==> src/rtl/htfd_pkg.sv <==
// shared types, constants and the crc-8 step for the humidity/temperature frame decoder
// no dependencies; imported by every module of the block but htfd_fifo

package htfd_pkg;

	localparam int FQ_DEPTH_DEF = 4;
	localparam int RQ_DEPTH_DEF = 4;

	localparam int APB_AW = 3;
	localparam int APB_DW = 32;
	localparam int LIM_W  = 15;

	localparam logic [7:0] CRC_INIT  = 8'hFF;
	localparam logic [7:0] CRC_POLY  = 8'h31;
	localparam logic [2:0] LAST_BYTE = 3'd6;
	localparam int         BUSY_BIT  = 7;

	localparam logic [1:0] RC_OK    = 2'd0;
	localparam logic [1:0] RC_BUSY  = 2'd1;
	localparam logic [1:0] RC_CRC   = 2'd2;
	localparam logic [1:0] RC_RANGE = 2'd3;

	localparam logic [LIM_W-1:0] TEMP_MIN_RST = 15'h7060; // -4000
	localparam logic [LIM_W-1:0] TEMP_MAX_RST = 15'd8500;

	localparam logic [14:0] TEMP_SCALE = 15'd20000;
	localparam logic [13:0] HUM_SCALE  = 14'd10000;
	localparam logic signed [15:0] TEMP_OFFSET = 16'sd5000;

	// frame record handed from the front to the back
	typedef struct packed {
		logic [7:0]  status;
		logic [19:0] hraw;
		logic [19:0] traw;
		logic        crc_bad;
	} frame_t;

	// one finished result
	typedef struct packed {
		logic [1:0]  code;
		logic [7:0]  status;
		logic [19:0] hraw;
		logic [19:0] traw;
		logic [13:0] hcenti;
		logic [14:0] tcenti;
	} res_t;

	typedef struct packed {
		logic [LIM_W-1:0] tmin;
		logic [LIM_W-1:0] tmax;
	} limits_t;

	// msb-first crc-8 over one byte, eight fixed shift/xor steps
	function automatic logic [7:0] crc_fold(input logic [7:0] crc, input logic [7:0] b);
		logic [7:0] c;
		c = crc ^ b;
		for (int i = 0; i < 8; i++) begin
			if (c[7]) begin
				c = {c[6:0], 1'b0} ^ CRC_POLY;
			end else begin
				c = {c[6:0], 1'b0};
			end
		end
		return c;
	endfunction

endpackage

==> src/rtl/humidity_temp_frame_decoder.sv <==
// top level of the humidity/temperature frame decoder: config registers, front, queues, back
// depends on htfd_pkg, htfd_fifo, htfd_front, htfd_back
//
// channel   direction  handshake                  payload
// -------   ---------  -------------------------  ----------------------------------------
// input     in         push / full                rx_byte, frame_start
// result    out        empty / pop                result_code, sensor_status, humidity_raw,
//                                                 temperature_raw, humidity_centi,
//                                                 temperature_centi
// config    in/out     psel, penable, pwrite,     temp_min_centi at 0x0, temp_max_centi at 0x4
//                      pready (always high)
//
// one byte is taken per cycle while full is low; the crc step is eight fixed xor stages, computed combinationally
// a frame's result shows on the result side after its checksum byte transfer, passing through
//   the frame queue entry, then the multiply stage, then the result queue
// full follows the frame queue alone, so bytes stall only when finished frames back up
// a stalled pop leaves the front free until both queues and the multiply stage fill
// reset clears counters and queue pointers at once; there is no clearing pass

module humidity_temp_frame_decoder #(
	parameter int FQ_DEPTH = htfd_pkg::FQ_DEPTH_DEF,
	parameter int RQ_DEPTH = htfd_pkg::RQ_DEPTH_DEF
) (
	input  logic                          clk,
	input  logic                          arst_n,
	// input side
	input  logic                          push,
	output logic                          full,
	input  logic [7:0]                    rx_byte,
	input  logic                          frame_start,
	// result side
	output logic                          empty,
	input  logic                          pop,
	output logic [1:0]                    result_code,
	output logic [7:0]                    sensor_status,
	output logic [19:0]                   humidity_raw,
	output logic [19:0]                   temperature_raw,
	output logic [13:0]                   humidity_centi,
	output logic signed [14:0]            temperature_centi,
	// configuration
	input  logic                          psel,
	input  logic                          penable,
	input  logic                          pwrite,
	input  logic [htfd_pkg::APB_AW-1:0]   paddr,
	input  logic [htfd_pkg::APB_DW-1:0]   pwdata,
	output logic [htfd_pkg::APB_DW-1:0]   prdata,
	output logic                          pready
);

	import htfd_pkg::*;

	// limit registers
	logic [LIM_W-1:0] tmin_q;
	logic [LIM_W-1:0] tmax_q;
	limits_t          lim;
	logic             cfg_wr;

	// front to frame queue
	logic   take;
	logic   rec_push;
	frame_t rec;
	logic   fq_full;
	logic   fq_empty;
	logic   fq_pop;
	frame_t fq_rec;

	// back to result queue
	logic rq_push;
	logic rq_full;
	res_t rq_res;
	res_t head;

	assign pready = 1'b1;
	assign cfg_wr = psel & penable & pwrite & pready;

	// register index is address bit 2, low bits ignored
	always_ff @(posedge clk or negedge arst_n) begin
		if (!arst_n) begin
			tmin_q <= TEMP_MIN_RST;
			tmax_q <= TEMP_MAX_RST;
		end else if (cfg_wr) begin
			if (paddr[2]) begin
				tmax_q <= pwdata[LIM_W-1:0];
			end else begin
				tmin_q <= pwdata[LIM_W-1:0];
			end
		end
	end

	assign prdata   = paddr[2] ? {{(APB_DW-LIM_W){1'b0}}, tmax_q}
	                           : {{(APB_DW-LIM_W){1'b0}}, tmin_q};
	assign lim.tmin = tmin_q;
	assign lim.tmax = tmax_q;

	// a byte transfer needs room for one more frame record
	assign full = fq_full;
	assign take = push & ~fq_full;

	htfd_front u_front (
		.clk         (clk),
		.arst_n      (arst_n),
		.take        (take),
		.rx_byte     (rx_byte),
		.frame_start (frame_start),
		.rec_push    (rec_push),
		.rec         (rec)
	);

	htfd_fifo #(
		.W     ($bits(frame_t)),
		.DEPTH (FQ_DEPTH)
	) u_frame_q (
		.clk    (clk),
		.arst_n (arst_n),
		.push   (rec_push),
		.wdata  (rec),
		.full   (fq_full),
		.pop    (fq_pop),
		.rdata  (fq_rec),
		.empty  (fq_empty)
	);

	htfd_back u_back (
		.clk      (clk),
		.arst_n   (arst_n),
		.fq_empty (fq_empty),
		.fq_rec   (fq_rec),
		.fq_pop   (fq_pop),
		.lim      (lim),
		.rq_full  (rq_full),
		.rq_push  (rq_push),
		.rq_res   (rq_res)
	);

	htfd_fifo #(
		.W     ($bits(res_t)),
		.DEPTH (RQ_DEPTH)
	) u_result_q (
		.clk    (clk),
		.arst_n (arst_n),
		.push   (rq_push),
		.wdata  (rq_res),
		.full   (rq_full),
		.pop    (pop),
		.rdata  (head),
		.empty  (empty)
	);

	// oldest waiting result
	assign result_code       = head.code;
	assign sensor_status     = head.status;
	assign humidity_raw      = head.hraw;
	assign temperature_raw   = head.traw;
	assign humidity_centi    = head.hcenti;
	assign temperature_centi = head.tcenti;

endmodule

==> src/rtl/htfd_fifo.sv <==
// small first-in first-out queue with registered storage and combinational head read
// depends on nothing; used between front and back and on the result side

module htfd_fifo #(
	parameter int W     = 8,
	parameter int DEPTH = 4
) (
	input  logic         clk,
	input  logic         arst_n,
	input  logic         push,
	input  logic [W-1:0] wdata,
	output logic         full,
	input  logic         pop,
	output logic [W-1:0] rdata,
	output logic         empty
);

	localparam int AW = (DEPTH > 1) ? $clog2(DEPTH) : 1;

	logic [W-1:0]  mem_q [DEPTH];
	logic [AW-1:0] wptr_q;
	logic [AW-1:0] rptr_q;
	logic [AW:0]   count_q;
	logic          do_push;
	logic          do_pop;

	assign full    = (count_q == (AW+1)'(DEPTH));
	assign empty   = (count_q == '0);
	assign do_push = push & ~full;
	assign do_pop  = pop & ~empty;
	assign rdata   = mem_q[rptr_q];

	always_ff @(posedge clk) begin
		if (do_push) begin
			mem_q[wptr_q] <= wdata;
		end
	end

	always_ff @(posedge clk or negedge arst_n) begin
		if (!arst_n) begin
			wptr_q  <= '0;
			rptr_q  <= '0;
			count_q <= '0;
		end else begin
			if (do_push) begin
				wptr_q <= (wptr_q == AW'(DEPTH-1)) ? '0 : wptr_q + 1'b1;
			end
			if (do_pop) begin
				rptr_q <= (rptr_q == AW'(DEPTH-1)) ? '0 : rptr_q + 1'b1;
			end
			case ({do_push, do_pop})
				2'b10:   count_q <= count_q + 1'b1;
				2'b01:   count_q <= count_q - 1'b1;
				default: count_q <= count_q;
			endcase
		end
	end

endmodule

==> src/rtl/htfd_front.sv <==
// front part: byte counting, crc-8 folding and capture of status and packed raw values
// depends on htfd_pkg

module htfd_front (
	input  logic              clk,
	input  logic              arst_n,
	input  logic              take,
	input  logic [7:0]        rx_byte,
	input  logic              frame_start,
	output logic              rec_push,
	output htfd_pkg::frame_t  rec
);

	import htfd_pkg::*;

	logic [2:0]  pos_q;
	logic [7:0]  crc_q;
	logic [7:0]  status_q;
	logic [39:0] payload_q;

	// last byte of a frame carries the checksum
	assign rec_push    = take & ~frame_start & (pos_q == LAST_BYTE);
	assign rec.status  = status_q;
	assign rec.hraw    = payload_q[39:20];
	assign rec.traw    = payload_q[19:0];
	assign rec.crc_bad = (crc_q != rx_byte);

	always_ff @(posedge clk or negedge arst_n) begin
		if (!arst_n) begin
			pos_q <= '0;
			crc_q <= CRC_INIT;
		end else if (take) begin
			if (frame_start) begin
				pos_q <= 3'd1;
				crc_q <= crc_fold(CRC_INIT, rx_byte);
			end else if (pos_q == LAST_BYTE) begin
				pos_q <= '0;
			end else if (pos_q != '0 && pos_q < LAST_BYTE) begin
				pos_q <= pos_q + 1'b1;
				crc_q <= crc_fold(crc_q, rx_byte);
			end
		end
	end

	always_ff @(posedge clk) begin
		if (take) begin
			if (frame_start) begin
				status_q <= rx_byte;
			end else if (pos_q != '0 && pos_q < LAST_BYTE) begin
				payload_q <= {payload_q[31:0], rx_byte};
			end
		end
	end

endmodule

==> src/rtl/htfd_back.sv <==
// back part: fixed-point scaling, busy/checksum/limit checks, result assembly
// depends on htfd_pkg

module htfd_back (
	input  logic              clk,
	input  logic              arst_n,
	input  logic              fq_empty,
	input  htfd_pkg::frame_t  fq_rec,
	output logic              fq_pop,
	input  htfd_pkg::limits_t lim,
	input  logic              rq_full,
	output logic              rq_push,
	output htfd_pkg::res_t    rq_res
);

	import htfd_pkg::*;

	logic        valid_s1;
	frame_t      rec_s1;
	logic [33:0] hprod_s1;
	logic [34:0] tprod_s1;

	logic signed [15:0] t_val;
	logic signed [15:0] t_min;
	logic signed [15:0] t_max;
	logic [1:0]         code;

	// stage one is free or drains this cycle
	assign fq_pop  = ~fq_empty & (~valid_s1 | ~rq_full);
	assign rq_push = valid_s1 & ~rq_full;

	always_ff @(posedge clk or negedge arst_n) begin
		if (!arst_n) begin
			valid_s1 <= 1'b0;
		end else if (~valid_s1 | ~rq_full) begin
			valid_s1 <= ~fq_empty;
		end
	end

	always_ff @(posedge clk) begin
		if (fq_pop) begin
			rec_s1   <= fq_rec;
			hprod_s1 <= 34'(fq_rec.hraw) * 34'(HUM_SCALE);
			tprod_s1 <= 35'(fq_rec.traw) * 35'(TEMP_SCALE);
		end
	end

	always_comb begin
		t_val = $signed({1'b0, tprod_s1[34:20]}) - TEMP_OFFSET;
		t_min = $signed({lim.tmin[LIM_W-1], lim.tmin});
		t_max = $signed({lim.tmax[LIM_W-1], lim.tmax});
		if (rec_s1.status[BUSY_BIT]) begin
			code = RC_BUSY;
		end else if (rec_s1.crc_bad) begin
			code = RC_CRC;
		end else if (t_val < t_min || t_val > t_max) begin
			code = RC_RANGE;
		end else begin
			code = RC_OK;
		end
		rq_res.code   = code;
		rq_res.status = rec_s1.status;
		rq_res.hraw   = rec_s1.hraw;
		rq_res.traw   = rec_s1.traw;
		rq_res.hcenti = (code == RC_OK) ? hprod_s1[33:20] : '0;
		rq_res.tcenti = (code == RC_OK) ? t_val[14:0] : '0;
	end

endmodule

==> config.mk <==
export PLATFORM = sky130hd
export DESIGN_NAME = humidity_temp_frame_decoder
export DESIGN_NICKNAME = d
export VERILOG_FILES = /design/src/rtl/htfd_pkg.sv /design/src/rtl/humidity_temp_frame_decoder.sv /design/src/rtl/htfd_fifo.sv /design/src/rtl/htfd_front.sv /design/src/rtl/htfd_back.sv
export SDC_FILE = /design/constraint.sdc
export NUM_CORES = 1
export LEC_CHECK = 0
export CORE_MARGIN = 2
export CORE_UTILIZATION = 35
export DETAILED_ROUTE_END_ITERATION = 10
export DONT_BUFFER_PORTS = 1
export GPL_ROUTABILITY_DRIVEN = 0
export PLACE_DENSITY = 0.56
export SYNTH_ARGS = -nofsm -noshare
export SYNTH_HDL_FRONTEND = slang
export SYNTH_SLANG_ARGS = --single-unit
==> constraint.sdc <==
create_clock -name clk -period 8 [get_ports clk]
set_clock_uncertainty 0.05 [all_clocks]
set_input_delay 2 -clock clk [delete_from_list [all_inputs] [get_ports clk]]
set_output_delay 2 -clock clk [all_outputs]
set_load 0.005 [all_outputs]
; ---- Word level (Yosys, flattened, before mapping)
; Memory sizes are Yosys's and may differ from the RTL's.
; Index checks and enable logic that the tools add are counted.
[word_totals]
output_inout_bits = 114
ff_bits = 213
inputBits = 51
memories = 2
mem_bits_rw = 512
elab_cells = 182
[classes]
n_lt_le_gt_ge = 3
addsub = 10
muxes = 80
reduce_logical = 16
bitwise = 37
n_mul = 2
eq_ne = 13
[memory_table]
columns = memory, words, word_bits, read_ports, rd_ports_with_merged_regs, wr, line_no
row1 = u_result_q.mem_q, 4, 79, 1, 0, 1, htfd_fifo.sv:20  ; logic [W-1:0] mem_q [DEPTH];
row2 = u_frame_q.mem_q, 4, 49, 1, 0, 1, htfd_fifo.sv:20
[op_table]
columns = op, n
row1 = $mux W8, 45
row2 = $mux W6, 16
row3 = $mul A20 B10 Y30 const B, 2
row4 = $not A3 Y3, 16
row5 = $mux W15, 2
row6 = $gt A16 B15 Y1, 1
row7 = $lt A16 B15 Y1, 1
row8 = $sub A15 B13 Y16 const B, 1
row9 = $mux W14, 1
row10 = $mux W2, 7
row11 = $eq A2 B2 Y1 const B, 6
row12 = $pmux W3 S2, 2
row13 = $and A1 B1 Y1, 11
row14 = $add A3 B1 Y3 const B, 3
row15 = $eq A3 B3 Y1 const B, 3
row16 = $mux W3, 3
row17 = $add A2 B1 Y2 const B, 4
row18 = $ne A8 B8 Y1, 1
row19 = $not A8 Y8, 1
row20 = $reduce_and A2 Y1, 4
row21 = $xor A8 B8 Y8, 1
row22 = $not A1 Y1, 7
row23 = $logic_not A3 Y1, 2
row24 = $reduce_and A3 Y1, 2
row25 = 11 further kinds, 19

; ---- Longest topological paths before layout
; Gate-level depths: netlist of the first run.
[depth]
word_depth = 48
mapped_depth = 22
ltp_nobuf = 19

; ---- Modules after synthesis
; Synthesis of the first run repeated with hierarchy kept, for this count alone.
[hier_totals]
cells_unflattened = 1980
area_unflattened_um2 = 33434.6
[modules_own_cells]
columns = mod, seq_area_each_um2, cells_per_inst, area_each_um2, n_inst
row1 = htfd_fifo (u_result_q), 9664.3, 453, 11925.2, 1
row2 = htfd_back, 2367.3, 975, 9920.8, 1
row3 = htfd_fifo (u_frame_q), 6060.8, 297, 7579.8, 1
row4 = htfd_front, 1726.7, 153, 2468.6, 1
row5 = humidity_temp_frame_decoder, 763.2, 102, 1540.2, 1

; ---- Worst setup path before layout of the first run
; OpenSTA, ideal clock, no wires.
[synth_timing]
path_type = reg-to-reg
start = register u_back.valid_s1
end = register u_frame_q.count_q[2]
required_ns = 7.871
t_arrival_ns = 6.331
setup_time_ns = 0.079
n_path_buf = 0
path_slack_ns = 1.540
synth_period_minus_slack_ns = 6.460
path_stages_with_launch = 8
cell_sequence = dfrtp_1 -> a31oi_1 -> ha_1 -> inv_1 -> fa_1 -> xor2_1 -> nor2_1 -> xor2_1
[synth_via]
elab_chain_cells = 6
word_cells_on_any_way = 8
cone_classes = eq/ne: 2 / mux: 1 / bitwise: 4 / reduce/logical: 1
[synth_lines]
columns = item, line_no
row1 = "start, declared", htfd_back.sv:18  ; logic valid_s1;
row2 = "start signal, assigned", htfd_back.sv:36  ; valid_s1 <= ~fq_empty;
row3 = $not A1 Y1 *, htfd_back.sv:29  ; assign fq_pop = ~fq_empty & (~valid_s1 | ~rq_full);
row4 = $or A1 B1 Y1 *, htfd_back.sv:29
row5 = $and A1 B1 Y1 *, htfd_back.sv:29
row6 = net fq_pop, humidity_temp_frame_decoder.sv:64  ; logic fq_pop;
row7 = $and A1 B1 Y1 *, htfd_fifo.sv:30  ; assign do_pop = pop & ~empty;
row8 = $eq A2 B1 Y1 / $eq A2 B2 Y1 (equally long branches), htfd_fifo.sv:51  ; case ({do_push, do_pop})
row9 = $pmux W3 S2 / $reduce_bool A2 Y1 (equally long branches), -
row10 = "end signal, assigned", htfd_fifo.sv:52  ; 2'b10: count_q <= count_q + 1'b1;
row11 = "end signal, assigned", htfd_fifo.sv:53  ; 2'b01: count_q <= count_q - 1'b1;
row12 = "end signal, assigned", htfd_fifo.sv:54  ; default: count_q <= count_q;
row13 = "end, declared", htfd_fifo.sv:23  ; logic [AW:0] count_q;
; Mark *: on every way through the listed nets, which the timed path passes. The rest lies on a longest branch.
; A chain may end at the register's enable or synchronous reset.

==> impl_results.md, run 1 <==
* Status: finished clean
* Seq cells post-synth at 694
* Hold path cells at 1
* Ports at 165
* Largest net degree at the start of global routing at 59
* Startpoint Class: register
* Synth Instances at 1923
* Final Max Tran Viols at 0
* DRC viols at 0
* CP required at 8300 ps
* Met2 WL at 31000 um
* Nets@finish at 2316
* WL met3 at 2950 um
* Final-report setup violation count at 0
* Flop2flop setup slack at 1680 ps
* Fin crit share at 0.790
* Setup TNS at 0 ps
* Sequential-to-total area share from yosys stat at 0.635
* Fillers at 8321
* CTS tree: built
* Synth Area per Inst at 16.9 um2
* Top-area cell type share of the netlist area at 0.591
* Global route overflow at 0
* Number of flops mapped to enable cells by yosys at 638
* Crit Path Max Fanout at 30
* CP Data Arrival Time at 6620 ps
* Total Wirelength at 63800 um
* Worst skew pair latency at 600 ps
* Final Hold Viols at 0
* Sequential Area at 0.0206 mm2
* CTS sink cnt at 694
* Antenna viol nets, final at 0
* XOR/XNOR share of the synthesized area at 0.0235
* Die Wd at 308 um
* Synth top area cells: edfxtp_1 (59%), mux4_2 (9.0%), ha_1 (7.9%), fa_1 (5.7%), dfrtp_1 (2.9%)
* Hold endpoint: u_frame_q.count_q[2]$_DFFE_PN0P_
* N_diodes at 0
* Largest family of logic cells by synthesized area: adder cells
* Final HPWL DP at 42500 um
* Synth cell types at 60
* R2R depth at 20
* Drt wl/cell at 19.5 um
* Post-CTS Resized at 0
* Initial Util at 0.353
* Peak Freq at 0.158 GHz
* Die height at 308 um
* H-tree lvl count at 3
* Compound-Gate Fraction of Synth Area at 0.0336
* Drt initial violations at 984
* Fraction of layout cells with a size suffix above 1 at 0.162
* Post-synthesis async set-or-reset flop share at 0.0807
* TritonCTS Buffers at 76
* Bufs on Longest Clock Path at 3
* Multi-input gate area at 0.0107 mm2
* Worst setup EP type: register
* Routed via count at 15600
* Vias in the first global route at 16700
* Final instance area at 0.0363 mm2
* Slew at the pin with the worst max-slew slack at 967 ps
* End of the worst register-to-register path: u_back.hprod_s1[33]$_DFFE_PP_
* Core ar. at 0.0918 mm2
* Reg2reg start: u_frame_q.rptr_q[0]$_DFFE_PN0P_
* Site Rows at 111
* Synth warn at 0
* Highest Signal Layer: met4
* Post-CTS Setup Inserts at 0
* Metal-1 WL at 28700 um
* Via-per-instance ratio at 4.79
* Leading cell type in the layout, fill and taps excluded: edfxtp_1
* Simple-gate area share of the yosys netlist at 0.0304
* Primary FF master, synth: edfxtp_1
* Critical path type: reg -> reg
* Mux contribution to synthesized area at 0.102
* Post-synthesis adder-cell area fraction at 0.136
* Mapped Area at 0.0324 mm2
* Dpl cell area at 0.0339 mm2
* Maxcap violations at 0
* Most frequent cells in the layout: edfxtp_1 (638), inv_1 (247), ha_1 (206), mux4_2 (129), fa_1 (92)
* Count of TritonRoute iterations in the first routing pass at 5
* IO Port Bufs at 0
* Initial antenna violation count at 1
* Layout area overhead at 11.8%
* Cts hold-fix bufs at 0
* Root Buffer: clkbuf_16
* Final Critical Period at 6320 ps
* RSZ-0062 raised after global routing: false
* Total GRT Usage at 0.137
* Largest area contributor in the netlist: edfxtp_1
* Relative slew slack at 0.351
* Min-delay src: u_frame_q.count_q[2]$_DFFE_PN0P_
* Worst-path clk slew at 60 ps
* Die ar. at 0.0951 mm2
* Post-layout util at 0.395
* Hold Path Class: reg -> reg
* Global-route wire length before repair at 98700 um
kinds of logic (layout without fill, tap and decap cells):
group,after synthesis,after routing
flip-flops,694,694
XOR/XNOR,87,87
AND/OR/NAND/NOR,189,189
buffers and inverters,315,396
multiplexers,166,166
adder cells (fa/ha/maj),298,298
AO/OA/AOI/OAI,172,172
other,2,18
stage by stage:
step | cells | setup WS [ps] | hold WS [ps]
after detailed placement | 3132 | 1600 | 431
final | 3263 | 1680 | 443
after global placement | 3132 | 1670 | 415
after floorplan | 1939 | 1540 | 407
after global routing | 3263 | 1220 | 458
after CTS | 3263 | 1600 | 444
worst max-delay path, stage by stage (launching register included):
cell	delay [ps]
dfrtp_4	760
buf_12	340
mux4_2	690
inv_1	160
fa_1	430
inv_1	60
ha_1	110
inv_1	50
fa_1	530
inv_1	40
ha_1	300
fa_1	460
ha_1	350
and4_1	180
a21oi_1	210
o22ai_1	160
nor3_1	410
o31ai_2	180
a31oi_1	300
o21bai_1	120
xor2_1	140
how the worst max path moves through the flow:
stage / startpoint / to / slack (ps) / cells after the start
finish: u_frame_q.rptr_q[0]$_DFFE_PN0P_ / u_back.hprod_s1[33]$_DFFE_PP_ / 1680 / 20
global route: u_frame_q.rptr_q[0]$_DFFE_PN0P_ / u_back.hprod_s1[33]$_DFFE_PP_ / 1220 / 20
CTS: u_frame_q.rptr_q[0]$_DFFE_PN0P_ / u_back.hprod_s1[33]$_DFFE_PP_ / 1600 / 20
detailed placement: u_frame_q.rptr_q[0]$_DFFE_PN0P_ / u_back.hprod_s1[33]$_DFFE_PP_ / 1600 / 20
global placement: u_frame_q.rptr_q[0]$_DFFE_PN0P_ / u_back.hprod_s1[33]$_DFFE_PP_ / 1670 / 20
floorplan: u_back.valid_s1$_DFFE_PN0N_ / u_frame_q.count_q[2]$_DFFE_PN0P_ / 1540 / 7
metal layers:
layer / track usage / up-vias
met2: 0.228 / 275
met4: 0.0349 / 0
met5: 0 / -
met3: 0.0281 / 77
met1: 0.182 / 8066
li1: - / 7219
sequential cells by signal, summed over array words and instances (netlist names), 8 cells and up:
name / count
tmax_q: 15
tmin_q: 15
u_back.hprod_s1: 14
u_back.rq_res: 48
u_back.tprod_s1: 15
u_frame_q.mem_q: 196
u_front.crc_q: 8
u_front.payload_q: 40
u_front.status_q: 8
u_result_q.mem_q: 316
synth_stat cells, types with 38 or more instances:
master      n
xnor2_1    41
edfxtp_1  638
fa_1       92
inv_1     247
mux4_2    129
a21oi_1    42
dfrtp_1    38
and3_1     41
nand2_1    45
ha_1      206
o21ai_0    48
xor2_1     46
cell type report:
type | count | share of cell area
Clock inverter | 32 | 0.00752
Tap cell | 1243 | 0.0429
Inverter | 247 | 0.0256
Timing Repair Buffer | 18 | 0.00407
Multi-Input combinational cell | 930 | 0.295
Clock buffer | 99 | 0.0572
Sequential cell | 694 | 0.568
Power of run 1 is not shown: default switching activity piles up to over one toggle a cycle in this logic, so the estimate is an artifact.
==> run 2: changes to the inputs <==
clock period = 6.25 ns   (was 8 ns; I/O delays follow)
==> run 2 against run 1 <==
  * Final area is 1.0% higher
  * Flip-flop and latch count is the same
  * Final cell count increased by 1.2%
  * Die area did not move
  * Hold slack got worse by 3.9 ps
  * Wire length is 3.7% higher
  * Via count rose by 0.99%
  * Sequential share of layout area is 0.57 points lower
  * Core utilization rose by 0.40 points
  * First-iteration DRC count increased by 2.4%
  * Worst setup slack lost 1400 ps
  * Non-clock buffer count up 29
  * Critical endpoint is now u_back.tprod_s1[34]$_DFFE_PP_
==> impl_results.md, run 2 (synthesis results as in run 1) <==
* Status: finished clean (unchanged)
* Worst-path clk slew at 60 ps (about the same)
* Antenna viol nets, final at 0 (unchanged)
* Nets@finish at 2345 (was 2316)
* R2R depth at 21 (was 20)
* DRC viols at 0 (unchanged)
* Initial Util at 0.353 (unchanged)
* IO Port Bufs at 0 (unchanged)
* Crit Path Max Fanout at 14 (was 30)
* Fin crit share at 0.956 (was 0.790)
* Reg2reg start: u_frame_q.rptr_q[0]$_DFFE_PN0P_ (unchanged)
* Layout area overhead at 13.0% (was 11.8%)
* N_diodes at 0 (unchanged)
* Root Buffer: clkbuf_16 (unchanged)
* Relative slew slack at 0.308 (was 0.351)
* Routed via count at 15800 (was 15600)
* Die ar. at 0.0951 mm2 (unchanged)
* Most used cell, CP: inv_1 (unchanged)
* Worst skew pair latency at 650 ps (was 600 ps)
* Site Rows at 111 (unchanged)
* Flop2flop setup slack at 280 ps (was 1680 ps)
* Post-CTS Resized at 0 (unchanged)
* Reg with most FFs: u_result_q.mem_q (unchanged)
* Hold path cells at 0 (was 1)
* Global-route wire length before repair at 101000 um (was 98700 um)
* Slowest stage cell on the critical path: mux4_2 (was dfrtp_4)
* Via-per-instance ratio at 4.78 (was 4.79)
* Initial antenna violation count at 3 (was 1)
* Maxcap violations at 0 (unchanged)
* Drt initial violations at 1008 (was 984)
* Cts hold-fix bufs at 0 (unchanged)
* Post-CTS Setup Inserts at 0 (unchanged)
* Leading cell type in the layout, fill and taps excluded: edfxtp_1 (unchanged)
* Fraction of layout cells with a size suffix above 1 at 0.176 (was 0.162)
* Ports at 165 (unchanged)
* Vias in the first global route at 16800 (was 16700)
* Most frequent cells in the layout: edfxtp_1 (638), inv_1 (247), ha_1 (206), mux4_2 (129), fa_1 (92) (unchanged)
* Critical path type: reg -> reg (unchanged)
* Global route overflow at 0 (unchanged)
* Final Max Tran Viols at 0 (unchanged)
* Drt wl/cell at 20.0 um (was 19.5 um)
* Total GRT Usage at 0.141 (was 0.137)
* Peak Freq at 0.167 GHz (was 0.158 GHz)
* Core ar. at 0.0918 mm2 (unchanged)
* Worst path cell trace: buf_12 > mux4_2 > inv_1 > fa_1 > inv_1 > ha_1 > fa_1 > ha_1 > inv_1 > fa_1 > inv_1 > ha_1 > nand3_1 > nor2_1 > a211o_1 > o21ai_1 > a21boi_0 > buf_4 > a21oi_1 > o21ai_0 > xor2_1 (was buf_12 > mux4_2 > inv_1 > fa_1 > inv_1 > ha_1 > inv_1 > fa_1 > inv_1 > ha_1 > fa_1 > ha_1 > and4_1 > a21oi_1 > o22ai_1 > nor3_1 > o31ai_2 > a31oi_1 > o21bai_1 > xor2_1)
* Bufs on Longest Clock Path at 3 (unchanged)
* Dpl cell area at 0.0342 mm2 (was 0.0339 mm2)
* Startpoint Class: register (unchanged)
* Largest net degree at the start of global routing at 57 (was 59)
* Largest register FFs at 316 (unchanged)
* Final Critical Period at 5970 ps (was 6320 ps)
* Hold Path Class: reg -> reg (unchanged)
* Setup TNS at 0 ps (unchanged)
* CP required at 6560 ps (was 8300 ps)
* Final-report setup violation count at 0 (unchanged)
* Hold endpoint: u_frame_q.mem_q[1][33]$_DFFE_PP_ (was u_frame_q.count_q[2]$_DFFE_PN0P_)
* Total Wirelength at 66100 um (was 63800 um)
* CTS sink cnt at 694 (unchanged)
* CP Data Arrival Time at 6280 ps (was 6620 ps)
* Delay of the slowest critical-path stage at 600 ps (was 760 ps)
* Final instance area at 0.0366 mm2 (was 0.0363 mm2)
* H-tree lvl count at 3 (unchanged)
* Final HPWL DP at 44600 um (was 42500 um)
* Min-delay src: u_front.payload_q[32]$_DFFE_PP_ (was u_frame_q.count_q[2]$_DFFE_PN0P_)
* Slew at the pin with the worst max-slew slack at 1030 ps (was 967 ps)
* TritonCTS Buffers at 76 (unchanged)
* RSZ-0062 raised after global routing: false (unchanged)
* Die height at 308 um (unchanged)
* Count of TritonRoute iterations in the first routing pass at 5 (unchanged)
* Final Hold Viols at 0 (unchanged)
* WHS at 439 ps (was 443 ps)
* Die Wd at 308 um (unchanged)
* Worst setup EP type: register (unchanged)
* CTS tree: built (unchanged)
* End of the worst register-to-register path: u_back.tprod_s1[34]$_DFFE_PP_ (was u_back.hprod_s1[33]$_DFFE_PP_)
run 2: cell count changes in the layout (fill, tap and decap cells not counted), moves of 2 or more:
cell | previous run | this run
buf_4 | 17 | 42
inv_16 | 1 | 3
and2_4 | 2 | 0
clkbuf_8 | 0 | 4
clkbuf_16 | 80 | 78
inv_6 | 1 | 3
buf_12 | 1 | 4
clkbuf_1 | 19 | 21
clkinv_2 | 11 | 9
clkinvlp_4 | 3 | 5
and2_2 | 2 | 4
run 2: worst max-delay path by stage:
stage	to	startpoint	slack, ps	cells after the start
floorplan	u_back.hprod_s1[28]$_DFFE_PP_	u_frame_q.rptr_q[1]$_DFFE_PN0P_	500	20
global placement	u_back.tprod_s1[34]$_DFFE_PP_	u_frame_q.rptr_q[0]$_DFFE_PN0P_	340	19
detailed placement	u_back.hprod_s1[33]$_DFFE_PP_	u_frame_q.rptr_q[0]$_DFFE_PN0P_	300	21
CTS	u_back.tprod_s1[34]$_DFFE_PP_	u_frame_q.rptr_q[0]$_DFFE_PN0P_	260	21
global route	u_back.hprod_s1[33]$_DFFE_PP_	u_frame_q.rptr_q[0]$_DFFE_PN0P_	30	22
finish	u_back.tprod_s1[34]$_DFFE_PP_	u_frame_q.rptr_q[0]$_DFFE_PN0P_	280	21
run 2: area by class of cell:
type / instances / area [um2]
multi-input combinational: 930 / 10700
clock inverter: 37 / 374
inverter: 247 / 927
clock buffer: 103 / 2090
timing repair buffer: 47 / 407
tap: 1243 / 1560
sequential: 694 / 20600
fill: 8239 / 55200
run 2: per-layer routing:
layer	up-vias	GRT usage	routed length, um
met5	-	0	0
met1	8155	0.185	29400
met4	0	0.0400	1130
met2	265	0.238	32500
met3	85	0.0265	3150
li1	7287	-	-
run 2: stage by stage:
| step | instances | worst slack (ps) | util |
|---|---|---|---|
| after floorplan | 1939 | 502 | - |
| after global placement | 3161 | 344 | 0.372 |
| after detailed placement | 3161 | 296 | 0.372 |
| after CTS | 3301 | 261 | 0.399 |
| after global routing | 3301 | 32.1 | 0.399 |
| final | 3301 | 277 | 0.399 |
run 2: critical path: cells and delay by family, from the launching register on:
| family | cells | cell delay (ps) |
|---|---|---|
| XOR/XNOR | 1 | 160 |
| multiplexers | 1 | 600 |
| flip-flops | 1 | 540 |
| adder cells (fa/ha/maj) | 6 | 2200 |
| AO/OA/AOI/OAI | 5 | 1190 |
| AND/OR/NAND/NOR | 2 | 150 |
| buffers and inverters | 6 | 790 |
Power of run 2 is left out for the same reason.
==> run 3: changes to the inputs <==
PLACE_DENSITY = 0.58   (was 0.56)
clock period = 5.3 ns   (was 6.25 ns; I/O delays follow)
==> run 3 against run 2 <==
  * Sequential share of layout area shrank 2.6 points
  * The run now ends with setup timing left
  * Register-to-register slack lost 370 ps
  * Die area is the same
  * Critical path depth shrank 4
  * Global-route usage is essentially flat
  * Via count grew 3.7%
==> impl_results.md, run 3 (synthesis results as in run 1) <==
* Worst setup EP type: register (unchanged)
* Ports at 165 (unchanged)
* Nets@finish at 2476 (was 2345)
* Peak Freq at 0.185 GHz (was 0.167 GHz)
* Setup slack after layout at -91.1 ps (was 277 ps)
* Global route overflow at 0 (unchanged)
* Critical path type: reg -> reg (unchanged)
* Final Critical Period at 5390 ps (was 5970 ps)
* Initial antenna violation count at 0 (was 3)
* Bufs on Longest Clock Path at 3 (unchanged)
* Layout area overhead at 18.4% (was 13.0%)
* Final-report setup violation count at 7 (was 0)
* N_diodes at 0 (unchanged)
* Drt wl/cell at 19.5 um (was 20.0 um)
* Site Rows at 111 (unchanged)
* Post-layout util at 0.418 (was 0.399)
* Hold Path Class: in -> async (was reg -> reg)
* Routed via count at 16400 (was 15800)
* IO Port Bufs at 0 (unchanged)
* Worst-path clk slew at 60 ps (about the same)
* CTS tree: built (unchanged)
* Core ar. at 0.0918 mm2 (unchanged)
* Startpoint Class: register (unchanged)
* Failing checks: setup timing
* Via-per-instance ratio at 4.77 (was 4.78)
* Final Max Tran Viols at 0 (unchanged)
* CP Data Arrival Time at 5710 ps (was 6280 ps)
* H-tree lvl count at 3 (unchanged)
* Total GRT Usage at 0.141 (about the same)
* RSZ-0062 raised after global routing: true (was false)
* Die Wd at 308 um (unchanged)
* Total Wirelength at 66900 um (was 66100 um)
* CP required at 5620 ps (was 6560 ps)
* Largest net degree at the start of global routing at 80 (was 57)
* Slew at the pin with the worst max-slew slack at 1090 ps (was 1030 ps)
* Largest register FFs at 316 (unchanged)
* CTS sink cnt at 694 (unchanged)
* Final HPWL DP at 45100 um (was 44600 um)
* Global-route wire length before repair at 102000 um (was 101000 um)
* Initial Util at 0.353 (unchanged)
* Crit Path Max Fanout at 5 (was 14)
* Fillers at 8176 (was 8239)
* Die height at 308 um (unchanged)
* Drt initial violations at 828 (was 1008)
* Cts hold-fix bufs at 0 (unchanged)
* Antenna viol nets, final at 0 (unchanged)
* Most frequent cells in the layout: edfxtp_1 (638), inv_1 (213), ha_1 (177), buf_4 (157), mux4_2 (129) (was edfxtp_1 (638), inv_1 (247), ha_1 (206), mux4_2 (129), fa_1 (92))
* Root Buffer: clkbuf_16 (unchanged)
* Relative slew slack at 0.273 (was 0.308)
* DRC viols at 0 (unchanged)
* Status: finished, violations left (was finished clean)
* Worst skew pair latency at 630 ps (was 650 ps)
* Maxcap violations at 0 (unchanged)
* Final Hold Viols at 0 (unchanged)
* Fraction of layout cells with a size suffix above 1 at 0.277 (was 0.176)
* Count of TritonRoute iterations in the first routing pass at 5 (unchanged)
* TritonCTS Buffers at 76 (unchanged)
* Reg with most FFs: u_result_q.mem_q (unchanged)
* Fin crit share at 1.02 (was 0.956)
* Leading cell type in the layout, fill and taps excluded: edfxtp_1 (unchanged)
* Die ar. at 0.0951 mm2 (unchanged)
* Vias in the first global route at 17500 (was 16800)
[run 3: changes by cell type in the layout (fill, tap and decap cells not counted), sizes merged]
cell and delta:
buf +131, clkbuf -22, clkinv +21, clkinvlp +1, inv -1
[run 3: final cells by class]
cell class,instances,area (um2),area share
inverter,247,945,0.0246
clock buffer,81,1920,0.0500
clock inverter,58,499,0.0130
timing repair buffer,178,1520,0.0396
multi-input combinational,930,11400,0.296
tap,1243,1560,0.0405
sequential,694,20600,0.536
[run 3: final timing paths]
kind / to / depth (start not counted) / start / slack [ps]
min in group clk: u_result_q.mem_q[0][31]$_DFFE_PP_ / 0 / u_back.rq_res[31]$_DFFE_PP_ / 450
setup reg to reg: u_back.hprod_s1[28]$_DFFE_PP_ / 17 / u_frame_q.rptr_q[0]$_DFFE_PN0P_ / -90
hold / removal: u_frame_q.rptr_q[0]$_DFFE_PN0P_ / 0 / arst_n / 340
setup / recovery: u_back.hprod_s1[28]$_DFFE_PP_ / 17 / u_frame_q.rptr_q[0]$_DFFE_PN0P_ / -90
max in group asynchronous: tmax_q[2]$_DFFE_PN1P_ / 0 / arst_n / 4600
hold reg to reg: u_result_q.mem_q[0][31]$_DFFE_PP_ / 0 / u_back.rq_res[31]$_DFFE_PP_ / 450
[run 3: repair_timing]
action | CTS | global route
pin swaps | 49 | 62
setup endpoints to repair | 23 | 26
gates cloned | 1 | 0
gates resized for setup | 66 | 92
setup buffers | 11 | 21
[run 3: through the flow]
| stage | area [um2] | hold slack (ps) | setup WS, ps | setup TNS [ps] | instances |
|---|---|---|---|---|---|
| detailed placement | 35000 | 432 | -326 | -3710 | 3260 |
| floorplan | 32600 | 407 | -42.2 | -42.2 | 1939 |
| finish | 38400 | 340 | -91.1 | -388 | 3431 |
| CTS | 37800 | 299 | -87.9 | -626 | 3410 |
| global placement | 35000 | 417 | -283 | -2950 | 3260 |
| global route | 38400 | 301 | -274 | -3040 | 3431 |
[run 3: worst max-delay path, stage by stage, from the launching register on]
cell and delay (ps):
dfrtp_4 490, buf_12 140, mux4_2 580, inv_1 110, fa_1 430, inv_2 80, ha_4 190, fa_1 550
ha_4 210, fa_1 550, ha_4 210, a211o_1 350, buf_4 160, nor4_4 150, nor3_2 80, a221o_1 390
a311oi_2 310, xnor2_1 90
[run 3: metal layers]
layer	share of wire	GRT usage	vias up
met2	0.52	0.251	243
met1	0.43	0.178	8504
met4	0.014	0.0334	0
li1	-	-	7558
met3	0.039	0.0257	70
met5	0	0	-
Power of run 3 is left out for the same reason.
